[src/design/deq_pkg.sv]
`timescale 1ns / 1ps
`default_nettype none

package deq_pkg;

   localparam int DEPTH    = 16;
   localparam int DATA_W   = 32;
   localparam int COUNT_W  = $clog2(DEPTH + 1);
   localparam int CMD_W    = 2;
   localparam int STATUS_W = 2;

   typedef logic signed [DATA_W-1:0] data_type;
   typedef logic [COUNT_W-1:0]       count_type;
   typedef logic [CMD_W-1:0]         cmd_type;
   typedef logic [STATUS_W-1:0]      status_type;

   localparam cmd_type CMD_PUSH_BACK  = 2'd0;
   localparam cmd_type CMD_PUSH_FRONT = 2'd1;
   localparam cmd_type CMD_POP_BACK   = 2'd2;
   localparam cmd_type CMD_POP_FRONT  = 2'd3;

   localparam status_type STATUS_OK    = 2'd0;
   localparam status_type STATUS_EMPTY = 2'd1;
   localparam status_type STATUS_FULL  = 2'd2;

   localparam data_type NO_VALUE = '1;

   localparam count_type COUNT_FULL = COUNT_W'(DEPTH);

   // Qualified operation broadcast to every cell; at most one bit is set.
   typedef struct packed {
      logic push_back;
      logic push_front;
      logic pop_back;
      logic pop_front;
   } op_type;

endpackage

`default_nettype wire

[src/design/deq_cell.sv]
`timescale 1ns / 1ps
`default_nettype none

module deq_cell (
   input  wire logic             clock,
   input  wire logic             reset,
   input  wire deq_pkg::op_type  op,
   input  wire deq_pkg::data_type push_data,
   input  wire deq_pkg::data_type left_data,
   input  wire logic             left_valid,
   input  wire deq_pkg::data_type right_data,
   input  wire logic             right_valid,
   output deq_pkg::data_type     data_out,
   output logic                  valid_out
);
   import deq_pkg::*;

   data_type data_ff;
   data_type data_in;
   logic     valid_ff;
   logic     valid_in;

   always_comb begin
      data_in  = data_ff;
      valid_in = valid_ff;
      priority if (op.push_front) begin
         // shift toward the back
         data_in  = left_data;
         valid_in = left_valid;
      end else if (op.pop_front) begin
         // shift toward the front
         data_in  = right_data;
         valid_in = right_valid;
      end else if (op.push_back) begin
         // first free cell takes the value
         if (!valid_ff && left_valid) begin
            data_in  = push_data;
            valid_in = 1'b1;
         end
      end else if (op.pop_back) begin
         // last occupied cell drops its entry
         if (valid_ff && !right_valid) begin
            valid_in = 1'b0;
         end
      end else begin
         // hold
      end
   end

   always_ff @(posedge clock) begin
      data_ff <= data_in;
      if (reset) begin
         valid_ff <= 1'b0;
      end else begin
         valid_ff <= valid_in;
      end
   end

   assign data_out  = data_ff;
   assign valid_out = valid_ff;

endmodule

`default_nettype wire

[src/design/double_ended_queue_core.sv]
// Channel   Direction  Handshake           Payload
// req_      in         req_valid/ready     req_command, req_value
// rsp_      out        rsp_valid/ready     rsp_popped_value, rsp_status,
//                                          rsp_is_empty, rsp_entry_count
//
// One request per cycle unless the response stalls; the response is registered.
// Entries live in a row of DEPTH cells packed from the front: front operations
// shift the whole row, back operations touch only the cell at the back end.
// Reset (synchronous) empties the row and clears the response valid flag.
// A stalled response holds; a new request is taken in the cycle the held
// response leaves.
`timescale 1ns / 1ps
`default_nettype none

module double_ended_queue_core (
   input  wire logic               clock,
   input  wire logic               reset,
   input  wire logic               req_valid,
   output logic                    req_ready,
   input  wire deq_pkg::cmd_type   req_command,
   input  wire deq_pkg::data_type  req_value,
   output logic                    rsp_valid,
   input  wire logic               rsp_ready,
   output deq_pkg::data_type       rsp_popped_value,
   output deq_pkg::status_type     rsp_status,
   output logic                    rsp_is_empty,
   output deq_pkg::count_type      rsp_entry_count
);
   import deq_pkg::*;

   // Cell row
   data_type         cell_data  [DEPTH];
   logic [DEPTH-1:0] cell_valid;
   logic [DEPTH-1:0] cell_last;
   op_type           op;

   // Control state
   count_type count_ff;
   count_type count_in;

   // Response register
   logic       rsp_valid_ff;
   data_type   rsp_value_ff;
   status_type rsp_status_ff;
   logic       rsp_empty_ff;
   count_type  rsp_count_ff;

   logic       accept;
   logic       is_push;
   logic       full;
   logic       empty;
   data_type   back_data;
   data_type   pop_data;
   status_type status_now;

   assign req_ready = !rsp_valid_ff || rsp_ready;
   assign accept    = req_valid && req_ready;
   assign is_push   = (req_command == CMD_PUSH_BACK) || (req_command == CMD_PUSH_FRONT);
   assign full      = (count_ff == COUNT_FULL);
   assign empty     = (count_ff == '0);

   // Qualify the command: a rejected push or an empty pop leaves the row alone.
   always_comb begin
      op = '0;
      if (accept) begin
         unique case (req_command)
            CMD_PUSH_BACK:  op.push_back  = !full;
            CMD_PUSH_FRONT: op.push_front = !full;
            CMD_POP_BACK:   op.pop_back   = !empty;
            CMD_POP_FRONT:  op.pop_front  = !empty;
            default:        op = '0;
         endcase
      end
   end

   for (genvar i = 0; i < DEPTH; i++) begin : g_cell
      data_type left_data;
      logic     left_valid;
      data_type right_data;
      logic     right_valid;

      if (i == 0) begin : g_head
         // Head cell sees the incoming value as its left neighbor.
         assign left_data  = req_value;
         assign left_valid = 1'b1;
      end else begin : g_body
         assign left_data  = cell_data[i-1];
         assign left_valid = cell_valid[i-1];
      end

      if (i == DEPTH - 1) begin : g_tail
         assign right_data  = cell_data[i];
         assign right_valid = 1'b0;
      end else begin : g_inner
         assign right_data  = cell_data[i+1];
         assign right_valid = cell_valid[i+1];
      end

      deq_cell u_cell (
         .clock       (clock),
         .reset       (reset),
         .op          (op),
         .push_data   (req_value),
         .left_data   (left_data),
         .left_valid  (left_valid),
         .right_data  (right_data),
         .right_valid (right_valid),
         .data_out    (cell_data[i]),
         .valid_out   (cell_valid[i])
      );

      assign cell_last[i] = cell_valid[i] && !right_valid;
   end

   // Pick the back entry: exactly one cell is last when the row is not empty.
   always_comb begin
      back_data = '0;
      for (int i = 0; i < DEPTH; i++) begin
         back_data = back_data | (cell_data[i] & {DATA_W{cell_last[i]}});
      end
   end

   always_comb begin
      count_in   = count_ff;
      pop_data   = NO_VALUE;
      status_now = STATUS_OK;
      if (is_push) begin
         if (full) begin
            status_now = STATUS_FULL;
         end else begin
            count_in = count_ff + COUNT_W'(1);
         end
      end else begin
         if (empty) begin
            status_now = STATUS_EMPTY;
         end else begin
            count_in = count_ff - COUNT_W'(1);
            pop_data = (req_command == CMD_POP_FRONT) ? cell_data[0] : back_data;
         end
      end
   end

   always_ff @(posedge clock) begin
      if (reset) begin
         count_ff     <= '0;
         rsp_valid_ff <= 1'b0;
      end else begin
         if (accept) begin
            count_ff     <= count_in;
            rsp_valid_ff <= 1'b1;
         end else if (rsp_ready) begin
            // drop the delivered response
            rsp_valid_ff <= 1'b0;
         end
      end
   end

   always_ff @(posedge clock) begin
      if (accept) begin
         rsp_value_ff  <= pop_data;
         rsp_status_ff <= status_now;
         rsp_empty_ff  <= (count_in == '0);
         rsp_count_ff  <= count_in;
      end
   end

   assign rsp_valid        = rsp_valid_ff;
   assign rsp_popped_value = rsp_value_ff;
   assign rsp_status       = rsp_status_ff;
   assign rsp_is_empty     = rsp_empty_ff;
   assign rsp_entry_count  = rsp_count_ff;

   // Occupancy counter tracks the cell valid bits.
   assert property (@(posedge clock) disable iff (reset)
      $countones(cell_valid) == int'(count_ff))
      else $error("count does not match occupied cells");

   // Occupied cells stay packed at the front of the row.
   assert property (@(posedge clock) disable iff (reset)
      (cell_valid & (cell_valid + DEPTH'(1))) == '0)
      else $error("gap in occupied cells");

   // A push on a full queue is flagged and leaves the count alone.
   assert property (@(posedge clock) disable iff (reset)
      accept && is_push && full |=> rsp_status == STATUS_FULL && $stable(count_ff))
      else $error("full push not rejected");

   // A pop on an empty queue returns all ones.
   assert property (@(posedge clock) disable iff (reset)
      accept && !is_push && empty |=> rsp_popped_value == NO_VALUE && rsp_is_empty)
      else $error("empty pop result wrong");

endmodule

`default_nettype wire

[config.mk]
export PLATFORM = sky130hd
export DESIGN_NAME = double_ended_queue_core
export DESIGN_NICKNAME = d
export VERILOG_FILES = /design/src/design/deq_pkg.sv /design/src/design/deq_cell.sv /design/src/design/double_ended_queue_core.sv
export SDC_FILE = /design/constraint.sdc
export NUM_CORES = 1
export LEC_CHECK = 0
export BUFFER_PORTS_ARGS = -buffer_cell sky130_fd_sc_hd__buf_2
export CORE_MARGIN = 5
export CORE_UTILIZATION = 38
export CTS_CLUSTER_DIAMETER = 200
export DETAILED_ROUTE_END_ITERATION = 10
export PLACE_DENSITY = 0.58
export SYNTH_ARGS = -nofsm -noshare
export SYNTH_HDL_FRONTEND = slang
export SYNTH_SLANG_ARGS = --single-unit
export TNS_END_PERCENT = 10
[constraint.sdc]
create_clock -name clock -period 4.2 [get_ports clock]
set_input_delay 0.21 -clock clock [delete_from_list [all_inputs] [get_ports clock]]
set_output_delay 0.21 -clock clock [all_outputs]
set_load 0.02 [all_outputs]
==> impl_metrics.csv <==
group,metric,value,unit
outcome,status,"completed",
yosys,dominantRegCellSynth,"edfxtp_1",
floorplanning,std_cell_rows,99,
timing,relSlewSlack,18.4,%
drt,ant_nets,0,
yosys,netlist_instances,2155,
timing,finClkSkew,29.1,ps
worst_setup_path,crit_top_cell,"buf_12",
worst_setup_path,path_cells,"inv_1 > ha_1 > or4b_4 > nand2_2 > nor3_4 > buf_12 > nor3_1 > nor2_4 > buf_12",
floorplanning,floorplan.die_area,79200,sq um
grt,grt.overflow.total,0,
timing,worstMarginPinSlew,1220,ps
clock_network,numCtsBuffers,61,
worst_setup_path,cp_data_required_time,4520,ps
clock_network,cts.htree.levels,2,
worst_setup_path,endpoint_kind,"flop",
drt,via_per_inst,7.05,
worst_setup_path,critPathKind,"flop to flop",
power_and_ir_drop,p_per_area,467,nW/um^2
yosys,synth_edf_count,552,
layout,finalNetCount,2171,
clock_network,cts_root_buf,"clkbuf_16",
worst_setup_path,cp.arrival,3840,ps
layout,diodes,0,
run,maxCapViolCount,0,
yosys,synth_top_area_share,59.2,%
grt,grt_usage,23.6,%
yosys,syn_nets,2195,
floorplanning,chipHeight,281,um
layout,syn_to_final_growth,13.6,%
drt,drc,0,
timing,min_period_over_period,83.9,%
power_and_ir_drop,p_leak,10.6,nW
drt,vias,22147,
worst_setup_path,start_kind,"flop",
grt,grt_antenna_before_repair,0,
yosys,synthArstFlopShare,0,%
grt,grt_start_max_net_pins,196,
clock_network,clkSinkCount,574,
timing,max_freq,284,MHz
worst_setup_path,path_max_fanout,19,
timing,maxSlewViolCount,0,
grt,grt_pass1_vias,20901,
placement,place_hpwl,55000,um
floorplanning,fp.dieW,281,um
timing,whs,244,ps
worst_setup_path,worst_path_dominant_cell_family,"simple AND/OR/NAND/NOR gates",
placement,place_congestion,0.829,
yosys,syn_area,28000,sq um
yosys,synth_top_area_cell,"edfxtp_1",
yosys,ys_seq_elements,574,
drt,drtPass1Iterations,7,
clock_network,post_cts_resized,0,
drt,drtIter0Drc,3475,
hold_path,hold_class,"input port to flop",
worst_setup_path,cp_slowest_cell,"nor2_4",
floorplanning,ioPinCount,80,
timing,setup_tns,0,ps
drt,wire_per_inst,31.1,um
drt,wirelength,97800,um
yosys,yosysWarnings,0,
yosys,yosysUniqueCellTypes,56,
timing,hold_viol_final,0,
floorplanning,core-area,73000,sq um
layout,nFillCells,6571,
yosys,yosysMostFrequentCell,"edfxtp_1",
yosys,synthTopCellsByCount,"edfxtp_1 (552), a221o_1 (446), nand2_1 (215)",
yosys,avgSynthCellArea,13.0,sq um
floorplanning,start_util,38.4,%
yosys,synth_area_leaders,"edfxtp_1 (59%), a221o_1 (16%), a22oi_1 (5.7%), nand2_1 (2.9%), buf_2 (1.9%)",
clock_network,cts_tree,"done",
timing,grt_setup_unrepaired,"false",
clock_network,cts_hold_buf,35,
clock_network,cts_setup_buffers,0,
timing,period_needed,3530,ps
clock_network,clock_latency,650,ps
worst_setup_path,path_buf_inv,3,
clock_network,cts_max_path_buffers,3,
placement,io_buffers,79,
clock_network,clk_pin_slew,60,ps
timing,setup_violations,0,
yosys,yosysSeqAreaShare,60.8,%
grt,grt_first_pass_wirelength,142000,um
power_and_ir_drop,vdd_drop_max,347,uV
worst_setup_path,max_stage_delay,780,ps
layout,drive_gt1_share,13.6,%
## report_power, final
group / internal (mW) / switching [mW] / total, mW
clock: 3.56 / 2.38 / 5.93
sequential: 6.65 / 0.194 / 6.84
combinational: 0.746 / 1.33 / 2.07
## sequential cells by signal, summed over array words and instances, names as in the netlist
register / count
rsp_is_empty: 1
rsp_popped_value: 32
rsp_valid: 1
rsp_status: 2
g_cell.u_cell.data_out: 512
rsp_entry_count: 5
count_ff: 5
g_cell.u_cell.valid_out: 16
## cells by family (layout without fill, tap and decap cells)
group                      Yosys count  in the layout  share of synthesized area [%]
DFF                                574            574                           60.8
buffers and inverters              299            327                           5.43
adders and majority gates            2              2                         0.0894
and+or+nand+nor                    472            472                           8.04
AOI/OAI and AO/OA                  798            798                           25.3
muxes                                7              7                          0.255
xor gates and xnor gates             3              3                         0.0939
## path summary, 6_finish.rpt
path                                            startpoint                              to  slack (ps)  cells after the start
worst max-delay path                           count_ff[0]  g_cell[13].u_cell.data_out[25]         670                      9
worst min-delay path                        req_command[0]            rsp_popped_value[29]         240                      3
worst max register to register                 count_ff[0]  g_cell[13].u_cell.data_out[25]         670                      9
worst min register to register  g_cell[0].u_cell.valid_out      g_cell[0].u_cell.valid_out         550                      2
## worst register-to-register path, stage by stage (launching register included)
cell,delay (ps)
dfxtp_1,490
inv_1,160
ha_1,290
or4b_4,270
nand2_2,80
nor3_4,480
buf_12,250
nor3_1,100
nor2_4,780
buf_12,290
## stage by stage
| step | cell area [sq um] | cells | util, % | power, mW | setup slack (ps) |
|---|---|---|---|---|---|
| floorplan | 28000 | 2155 | - | 8.22 | 140 |
| global placement | 29300 | 2992 | 40.1 | 8.91 | 781 |
| detailed placement | 29300 | 2992 | 40.1 | 8.94 | 757 |
| CTS | 31800 | 3142 | 43.6 | 14.9 | 696 |
| global route | 31800 | 3142 | 43.6 | 15.3 | 536 |
| finish | 31800 | 3142 | 43.6 | 14.8 | 674 |
## metal layers
metal / part of all wire (%) / routed length (um) / GRT usage (%)
met5: 0 / 0 / 0
met4: 4.4 / 4290 / 9.30
met3: 12 / 11900 / 5.05
met2: 44 / 43000 / 35.5
met1: 39 / 38600 / 33.5
## layout by cell type (no fill, tap or decap), drive strengths merged, types with 22 or more instances in the layout
cell         count
clkbuf          78
nor2            63
nand2          216
clkinv          22
edfxtp         552
dlygate4sd3     35
a22oi          214
a221o          448
and3            33
nand4           42
a211oi          23
a22o            22
buf            158
dfxtp           22
a21oi           27
nor3            44
## cell type report
class	count	area, sq um	area share [%]
clock inverter	37	531	1.67
multi-input combinational	1282	9740	30.6
inverter	19	71.3	0.224
timing repair buffer	193	1600	5.04
sequential	574	17000	53.5
clock buffer	78	1640	5.16
tap	959	1200	3.77
Power figures use the tool's default switching activity.
